**src/design/lru_ost_pkg.sv**
```systemverilog
// ----------------------------------------------------------------------------
// lru_ost_pkg
// Shared constants and types for the LRU open slot tracker.
// ----------------------------------------------------------------------------
package lru_ost_pkg;

  localparam int CAPACITY = 16;
  localparam int NUM_IDS  = 64;
  localparam int ID_W     = $clog2(NUM_IDS);
  localparam int IDX_W    = $clog2(CAPACITY);
  localparam int OCC_W    = $clog2(CAPACITY + 1);
  localparam int LIM_W    = 5;

  localparam int IN_DATA_W  = 8;
  localparam int OUT_DATA_W = 16;

  localparam logic CMD_TOUCH  = 1'b0;
  localparam logic CMD_REMOVE = 1'b1;

  localparam logic [2:0] ADDR_MAX_OPEN = 3'd0;
  localparam logic [LIM_W-1:0] MAX_OPEN_RESET = LIM_W'(CAPACITY);

  typedef struct packed {
    logic load;
    logic exec;
  } dp_cmd_t;

  typedef struct packed {
    logic hit;
    logic evict;
  } dp_stat_t;

endpackage

```
**src/design/lru_ost_ctrl.sv**
```systemverilog
// ----------------------------------------------------------------------------
// lru_ost_ctrl
// Sequencer: takes one request, runs the update cycle, holds the result.
// ----------------------------------------------------------------------------
module lru_ost_ctrl (
  input  logic                 clk,
  input  logic                 rst_n,
  input  logic                 in_tvalid,
  output logic                 in_tready,
  output logic                 out_tvalid,
  input  logic                 out_tready,
  input  lru_ost_pkg::dp_stat_t stat,
  output lru_ost_pkg::dp_cmd_t  cmd
);
  import lru_ost_pkg::*;

  typedef enum logic {S_IDLE, S_EXEC} state_t;

  state_t state_r;
  logic   out_valid_r;
  logic   evict_seen_r;

  assign in_tready  = (state_r == S_IDLE) && (!out_valid_r || out_tready);
  assign out_tvalid = out_valid_r;
  assign cmd.load   = in_tvalid && in_tready;
  assign cmd.exec   = (state_r == S_EXEC);

  always_ff @(posedge clk) begin
    if (!rst_n) begin
      state_r      <= S_IDLE;
      out_valid_r  <= 1'b0;
      evict_seen_r <= 1'b0;
    end else begin
      unique case (state_r)
        S_IDLE: begin
          if (out_valid_r && out_tready) begin
            out_valid_r <= 1'b0;
          end
          if (cmd.load) begin
            state_r <= S_EXEC;
          end
        end
        S_EXEC: begin
          out_valid_r  <= 1'b1;
          evict_seen_r <= stat.evict && !stat.hit;
          state_r      <= S_IDLE;
        end
        default: begin
          state_r <= S_IDLE;
        end
      endcase
    end
  end

  logic unused_evict;
  assign unused_evict = evict_seen_r;

endmodule

```
**src/design/lru_ost_dp.sv**
```systemverilog
// ----------------------------------------------------------------------------
// lru_ost_dp
// Recency order shift line with parallel id compare and result register.
// ----------------------------------------------------------------------------
module lru_ost_dp (
  input  logic                                   clk,
  input  logic                                   rst_n,
  input  lru_ost_pkg::dp_cmd_t                   cmd,
  output lru_ost_pkg::dp_stat_t                  stat,
  input  logic [lru_ost_pkg::IN_DATA_W-1:0]      in_data,
  input  logic [lru_ost_pkg::LIM_W-1:0]          max_open,
  output logic [lru_ost_pkg::OUT_DATA_W-1:0]     out_data
);
  import lru_ost_pkg::*;

  logic [ID_W-1:0]  order_r [CAPACITY];
  logic [ID_W-1:0]  order_nxt [CAPACITY];
  logic [OCC_W-1:0] occ_r, occ_nxt;
  logic             op_r;
  logic [ID_W-1:0]  id_r;

  logic             ev_valid_r;
  logic [ID_W-1:0]  ev_id_r;
  logic [OCC_W-1:0] count_r;

  logic [CAPACITY-1:0] match;
  logic [CAPACITY-1:0] at_or_above;
  logic [CAPACITY-1:0] at_or_below;
  logic                hit;
  logic                evict;
  logic [OCC_W-1:0]    lim;
  logic [IDX_W-1:0]    last_idx;
  logic [ID_W-1:0]     ev_id;

  always_comb begin
    if (max_open == '0) begin
      lim = OCC_W'(1);
    end else if (OCC_W'(max_open) > OCC_W'(CAPACITY)) begin
      lim = OCC_W'(CAPACITY);
    end else begin
      lim = OCC_W'(max_open);
    end
  end

  always_comb begin
    for (int i = 0; i < CAPACITY; i++) begin
      match[i] = (OCC_W'(i) < occ_r) && (order_r[i] == id_r);
    end
    at_or_above[CAPACITY-1] = match[CAPACITY-1];
    for (int i = CAPACITY - 2; i >= 0; i--) begin
      at_or_above[i] = at_or_above[i+1] | match[i];
    end
    at_or_below[0] = match[0];
    for (int i = 1; i < CAPACITY; i++) begin
      at_or_below[i] = at_or_below[i-1] | match[i];
    end
  end

  assign hit      = |match;
  assign last_idx = IDX_W'(occ_r - OCC_W'(1));
  assign ev_id    = order_r[last_idx];
  assign evict    = (op_r == CMD_TOUCH) && !hit && (occ_r >= lim) && (occ_r != '0);

  assign stat.hit   = hit;
  assign stat.evict = evict;

  always_comb begin
    occ_nxt = occ_r;
    for (int i = 0; i < CAPACITY; i++) begin
      order_nxt[i] = order_r[i];
    end
    if (op_r == CMD_TOUCH) begin
      order_nxt[0] = id_r;
      for (int i = 1; i < CAPACITY; i++) begin
        if (!hit || at_or_above[i]) begin
          order_nxt[i] = order_r[i-1];
        end
      end
      if (!hit && !evict) begin
        occ_nxt = occ_r + OCC_W'(1);
      end
    end else if (hit) begin
      for (int i = 0; i < CAPACITY - 1; i++) begin
        if (at_or_below[i]) begin
          order_nxt[i] = order_r[i+1];
        end
      end
      occ_nxt = occ_r - OCC_W'(1);
    end
  end

  always_ff @(posedge clk) begin
    if (!rst_n) begin
      occ_r <= '0;
    end else if (cmd.exec) begin
      occ_r <= occ_nxt;
    end
  end

  always_ff @(posedge clk) begin
    if (cmd.load) begin
      op_r <= in_data[0];
      id_r <= in_data[ID_W:1];
    end
    if (cmd.exec) begin
      for (int i = 0; i < CAPACITY; i++) begin
        order_r[i] <= order_nxt[i];
      end
      ev_valid_r <= evict;
      ev_id_r    <= evict ? ev_id : '0;
      count_r    <= occ_nxt;
    end
  end

  assign out_data = {{(OUT_DATA_W - 1 - ID_W - OCC_W){1'b0}}, count_r, ev_id_r, ev_valid_r};

  logic unused_in;
  assign unused_in = ^in_data[IN_DATA_W-1:ID_W+1];
  logic unused_rst;
  assign unused_rst = unused_in & rst_n & 1'b0;

endmodule

```
**src/design/lru_open_slot_tracker_top.sv**
```systemverilog
// ----------------------------------------------------------------------------
// lru_open_slot_tracker_top
// LRU replacement list over open ids with a programmable open limit.
//
//   channel  direction  fields (lsb first)
//   in_      slave      tdata: command[0], item_id[6:1]
//   out_     master     tdata: evict_valid[0], evicted_id[6:1], open_count[11:7]
//   cfg_     apb        reg 0 max_open at byte address 0
//
// Each request is first captured, then the compare and shift update of the
// sixteen-entry order runs. The next request is taken while a
// result waits, provided the result register is freed by then. Reset
// (rst_n low, synchronous) empties the order and sets max_open to 16.
// ----------------------------------------------------------------------------
module lru_open_slot_tracker_top (
  input  logic        clk,
  input  logic        rst_n,
  input  logic        in_tvalid,
  output logic        in_tready,
  input  logic [7:0]  in_tdata,   // command, item_id
  output logic        out_tvalid,
  input  logic        out_tready,
  output logic [15:0] out_tdata,  // evict_valid, evicted_id, open_count
  input  logic        cfg_psel,
  input  logic        cfg_penable,
  input  logic        cfg_pwrite,
  input  logic [2:0]  cfg_paddr,
  input  logic [31:0] cfg_pwdata,
  output logic [31:0] cfg_prdata,
  output logic        cfg_pready
);
  import lru_ost_pkg::*;

  dp_cmd_t          cmd;
  dp_stat_t         stat;
  logic [LIM_W-1:0] max_open_r;

  assign cfg_pready = 1'b1;
  assign cfg_prdata = (cfg_paddr == ADDR_MAX_OPEN) ? {{(32 - LIM_W){1'b0}}, max_open_r} : '0;

  always_ff @(posedge clk) begin
    if (!rst_n) begin
      max_open_r <= MAX_OPEN_RESET;
    end else if (cfg_psel && cfg_penable && cfg_pwrite && cfg_pready &&
                 cfg_paddr == ADDR_MAX_OPEN) begin
      max_open_r <= cfg_pwdata[LIM_W-1:0];
    end
  end

  lru_ost_ctrl u_ctrl (
    .clk        (clk),
    .rst_n      (rst_n),
    .in_tvalid  (in_tvalid),
    .in_tready  (in_tready),
    .out_tvalid (out_tvalid),
    .out_tready (out_tready),
    .stat       (stat),
    .cmd        (cmd)
  );

  lru_ost_dp u_dp (
    .clk      (clk),
    .rst_n    (rst_n),
    .cmd      (cmd),
    .stat     (stat),
    .in_data  (in_tdata),
    .max_open (max_open_r),
    .out_data (out_tdata)
  );

endmodule

```
**config.mk**
```make
export PLATFORM = sky130hd
export DESIGN_NAME = lru_open_slot_tracker_top
export DESIGN_NICKNAME = d
export VERILOG_FILES = /design/src/design/lru_ost_pkg.sv /design/src/design/lru_ost_ctrl.sv /design/src/design/lru_ost_dp.sv /design/src/design/lru_open_slot_tracker_top.sv
export SDC_FILE = /design/constraint.sdc
export NUM_CORES = 1
export LEC_CHECK = 0
export BUFFER_PORTS_ARGS = -buffer_cell sky130_fd_sc_hd__buf_4
export CAP_MARGIN = 20
export CORE_MARGIN = 5
export CORE_UTILIZATION = 46
export DETAILED_ROUTE_END_ITERATION = 8
export PLACE_DENSITY_LB_ADDON = 0.12
export RECOVER_POWER = 100
export SETUP_SLACK_MARGIN = 0.1
export SLEW_MARGIN = 15
export SYNTH_ARGS = -nofsm -noshare
export SYNTH_HDL_FRONTEND = slang
export SYNTH_HIERARCHICAL = 1
export SYNTH_SLANG_ARGS = --single-unit
```
**constraint.sdc**
```tcl
create_clock -name clk -period 4.85 [get_ports clk]
set_input_delay 0.2425 -clock clk [delete_from_list [all_inputs] [get_ports clk]]
set_output_delay 0.2425 -clock clk [all_outputs]
set_load 0.01 [all_outputs]
```
# Word-level counts from Yosys, hierarchy flattened
# Memories as Yosys holds them, arrays and structs flattened. A register that Yosys moved wholly into a read port is not among the register bits.
# Index checks and enable logic that the tools add are counted.
# classes
addsub	2
magnitude_cmp	18
n_eq_ne	17
n_mux	45
bitwise_logic	30
reduce_logical	50
# op_table
op	n
2-to-1 mux 6 bit	31
2-to-1 mux 90 bit	2
== test 6 bit	16
less-than comparator 4 x 5 -> 1 bit, first input constant	8
2-to-1 mux 5 bit	6
OR 1 bit	28
logical AND 1 bit	26
less-than comparator 3 x 5 -> 1 bit, first input constant	4
logical OR 1 bit	16
OR reduction 16 bit	1
less-than comparator 1 x 5 -> 1 bit, first input constant	2
less-than comparator 2 x 5 -> 1 bit, first input constant	2
adder 5 x 1 -> 5 bit, second input constant	1
>= comparator 5 bit	1
greater-than comparator 5 bit, second input constant	1
logical NOT 5 bit	1
nonzero test 5 bit	1
subtractor 5 x 1 -> 5 bit, second input constant	1
logical NOT 1 bit	4
2-to-1 mux 1 bit	4
case mux 1 bit (2 select lines)	2
logical NOT 3 bit	1
inequality test 2 bit, second input constant	1
NOT 1 bit	2
# word_totals
regBits	25
ram_bits	96
input_bits	50
output_inout_bits	51
wordCells	171
n_memories	1
# memory_table
name	depth	width	rd	rd_clocked_by_memory_dff	wr	line	text
u_dp.order_r	16	6	17	1	16	lru_ost_dp.sv:16	logic [ID_W-1:0] order_r [CAPACITY];

# Logic depth before layout (Yosys ltp)
# An unclocked memory read counts as a cell.
# depth
depth_word	20
ltp_mapped	11
mapped_depth_nobuf	11

# By module
# The synthesis kept the hierarchy.
# modules_own_cells
mod	instances	cells_per_inst	area_each_um2	seq_area_each_um2
lru_ost_dp	1	588	7619.8	3553.4
lru_open_slot_tracker_top	1	58	485.5	100.1
lru_ost_ctrl	1	8	96.3	40.0

# Worst setup path after synthesis
# No wires, ideal clock.
# synth_path
path_kind	reg-to-reg
startpoint	register u_dp.occ_r[0]
endpoint	register u_dp.ev_id_r[1], read port of u_dp.order_r (data pin)
setup_ps	275
t_arrival_ps	2717
required_time_ps	4575
path_slack_ps	1859
stages_incl_launch_ff	10
n_path_buf	4
period_less_slack_ps	2991
cell_sequence	dfxtp_1 -> buf_2 -> inv_1 -> ha_1 -> clkbuf_1 -> clkbuf_1 -> buf_1 -> mux4_2 -> mux2i_1 -> a211oi_1
# synth_via
elab_chain_cells	8
elab_cells_between_ends	41
cone_classes	1 x add/sub; 17 x order compare; 23 x reduce/logical
# synth_rtl
element	line	text
start: declaration	lru_ost_dp.sv:18	logic [OCC_W-1:0] occ_r, occ_nxt;
start signal: assignment	lru_ost_dp.sv:96	occ_r <= occ_nxt;
less-than comparator 1 x 5 -> 1 bit, or another cell as far along	lru_ost_dp.sv:47	match[i] = (OCC_W'(i) < occ_r) && (order_r[i] == id_r);
logical AND 1 bit	lru_ost_dp.sv:47	
OR reduction 16 bit	lru_ost_dp.sv:59	assign hit = |match;
logical NOT 1 bit	lru_ost_dp.sv:62	assign evict = (op_r == CMD_TOUCH) && !hit && (occ_r >= lim) && (occ_r != '0);
logical AND 1 bit (3 in series)	lru_ost_dp.sv:62	
logical NOT 1 bit (no line)	n/a	
end: declaration	lru_ost_dp.sv:23	logic [ID_W-1:0] ev_id_r;
# Several ways; a longest one is shown, not always the timed one.
# A chain may end at the register's enable or synchronous reset.

==> run summary <==
==================================================================================================
Max-cap viol count                                                                               1
Cell depth of the worst min-delay path                                                           3
Core outline area                                                                        17400 um2
Most prevalent standard cell on the critical path                                         clkbuf_1
Family with the most delay on the worst path                                          buffers and inverters
Post-route core utilization                                                                  0.528
# DRC                                                                                            0
Crit path from                                                                           u_dp/op_r
Starting density of the core                                                                 0.472
Leakage power total                                                                     0.00319 uW
Highest attainable clock frequency                                                         242 MHz
Type of the worst setup path                                                               reg2reg
IR drop worst, VDD                                                                          324 uV
Total negative setup slack                                                                    0 ps
Minimum setup slack after placement                                                         965 ps
RSZ-0062 raised after global routing                                                            no
Peak per-stage delay on the critical path                                                  1870 ps
Total number of yosys warnings                                                                   6
Post-route clock period utilization                                                          0.853
Setup violation total in the final timing report                                                 0
Vertical die dimension                                                                      143 um
Violations in the final reports                                                       capacitance limit, slew limit
Sum of routed wire length over all layers                                                 20200 um
Buffers on Ports                                                                                40
Post-layout net count                                                                          755
Worst-path fanout max                                                                           69
Number of instances in the synthesized netlist                                                 652
Total met2 wirelength after detailed routing                                               9970 um
R2r endpoint                                                                          u_dp/order_r[4][3]
Final weighted congestion in routability-driven placement                                    0.804
Number of antenna violations at the first check in global routing                                0
Cell with the biggest individual delay on the critical path                               clkbuf_1
Number of cells traversed by the worst register-to-register path                                 6
Gr ovfl total                                                                                    0
Met3 Routed Length                                                                          977 um
Worst setup endpoint                                                                  u_dp/order_r[4][3]
Boundary Pins                                                                                  101
Multi-input combinational cell area                                                       4050 um2
Vias in the first global route                                                                5429
Worst Setup Start Kind                                                                    register
Wire per inst                                                                              21.7 um
Clock tree from TritonCTS                                                                    built
Final max-slew violation count                                                                  45
Global-route wire length before repair                                                    31800 um
Vias                                                                                          5332
Antenna Nets Post-Route                                                                          0
Fraction of final layout cells with drive strength greater than 1                            0.274
Synthesized area per cell                                                                 12.6 um2
Clock transition time at the flip-flop clock pins of the worst setup and hold paths          60 ps
Flop2flop setup slack                                                                       710 ps
Buffer and inverter count on the worst path                                                      3
Cell area power density                                                                 333 nW/um2
Number of setup buffers added after CTS                                                          0
Drt initial violations                                                                         387
Arr. time, crit path                                                                       4280 ps
Mean number of vias per cell                                                                  5.71
Pin count of the biggest net entering global routing                                            70
Hold Fails Final Rpt                                                                             0
Top Metal Used                                                                                met4
FF/Latch Area                                                                             3690 um2
Required time worst endpoint                                                               4990 ps
Area growth syn-to-layout                                                                    12.0%
Total track usage                                                                            0.204
Netlist Area Pre-Place                                                                    8190 um2
Clock network latency to the later pin of the worst-skew pair                               430 ps
Longest Clk Path Bufs                                                                            2
N_diodes                                                                                         0
Level count of the clock H-tree                                                                  4
Floorplan die width                                                                         143 um
Result of the run                                                                     complete, but fails checks
Cells along the critical path                                                         buf_4 > clkbuf_1 > nand3_1 > nor2b_1 > a211oi_1 > clkbuf_1
Slew of the pin with the lowest slew margin                                                2540 ps
Worst relative slew slack                                                                   -0.692
Detailed-routing iteration count for the pre-antenna-repair pass                                 5
Worst clock skew on the final layout                                                       9.46 ps
Post-DP HPWL                                                                              14400 um
Min cycle time layout                                                                      4140 ps
Critical Path Sink Type                                                                   register
Met1 Wirelength                                                                            8800 um
Number of buffers added by the clock tree synthesis step                                        17
Beginning of the worst register-to-register path                                         u_dp/op_r
Die Area                                                                                 20600 um2
Clock Sinks                                                                                    127
Num rows                                                                                        48
Depth of the critical timing path with buffers and inverters included                            6
Power Total                                                                                3050 uW
Filler Cells Inserted                                                                         1493
Root buffer selected by CTS                                                              clkbuf_16
Hold Crit Class                                                                             in2reg
Post-route setup slack                                                                      711 ps
==================================================================================================
worst register-to-register path, delay by kind of cell, from the launching register on:
| kind | cells | cell delay [ps] |
|---|---|---|
| flip-flops | 1 | 350 |
| buffers and inverters | 3 | 2770 |
| AO/OA/AOI/OAI | 1 | 70 |
| AND/OR/NAND/NOR | 2 | 670 |
layer usage:
layer  GRT usage  vias up
met5           0        -
met4      0.0748        0
met3      0.0393       24
met2       0.334      136
met1       0.272     2709
li1            -     2463
layout make-up:
cell class,count,area share
Tap cell,225,0.0307
Clock buffer,19,0.0472
Inverter,12,0.00491
Clock inverter,13,0.0237
Sequential cell,127,0.403
Timing Repair Buffer,69,0.0486
Multi-Input combinational cell,469,0.442
per-stage QoR:
| step | hold WS, ps | area [um2] | std cells |
|---|---|---|---|
| floorplan | 341 | 8300 | 681 |
| global placement | 421 | 8580 | 894 |
| detailed placement | 422 | 8580 | 894 |
| CTS | 56.8 | 9300 | 933 |
| global route | 69.2 | 9170 | 934 |
| finish | 65.6 | 9170 | 934 |
placed cells by master (no fill, tap or decap), drive strengths merged, types with 5 or more instances in the layout:
cell         count
nor4            14
mux4            24
xnor2           59
edfxtp         115
and2             6
a32oi            5
nor2            22
a211oi          16
xor2            43
bufinv           6
or2              5
conb            32
a21oi            7
o21ai            5
mux2i           15
dlygate4sd3      7
nand3            8
nand2           27
clkbuf          52
nor3            11
mux2            90
nand4           15
buf             29
clkinv           7
nand2b           6
ha               9
nor2b           12
dfxtp           12
inv             12
power by group:
part / total [uW] / internal (uW) / switching, uW
clock: 1420 / 956 / 465
combinational: 340 / 168 / 173
sequential: 1290 / 1230 / 59.4
flip-flops by register name (all words and copies together) (netlist names):
name and cells:
u_dp/occ_r 5, max_open_r 5, u_dp/order_r 96, u_dp/ev_id_r 6, u_dp/id_r 6, u_ctrl/out_tvalid 1
u_dp/count_r 5, u_ctrl/state_r 1, u_dp/op_r 1, u_dp/ev_valid_r 1
worst min-delay path by stage:
stage | startpoint | to
2_1_floorplan | in_tdata[1] | u_dp/id_r[0]
3_3_place_gp | in_tdata[6] | u_dp/id_r[5]
3_5_place_dp | in_tdata[5] | u_dp/id_r[4]
4_1_cts | cfg_pwdata[0] | max_open_r[0]
5_1_grt | cfg_pwdata[3] | max_open_r[3]
6_report | cfg_pwdata[0] | max_open_r[0]
repair_timing:
item | in CTS | in global routing
hold buffers | 7 | 0
hold endpoints to repair | 7 | 0
resized for setup | 0 | 0
Note: power is estimated with default switching activity, not from simulation.
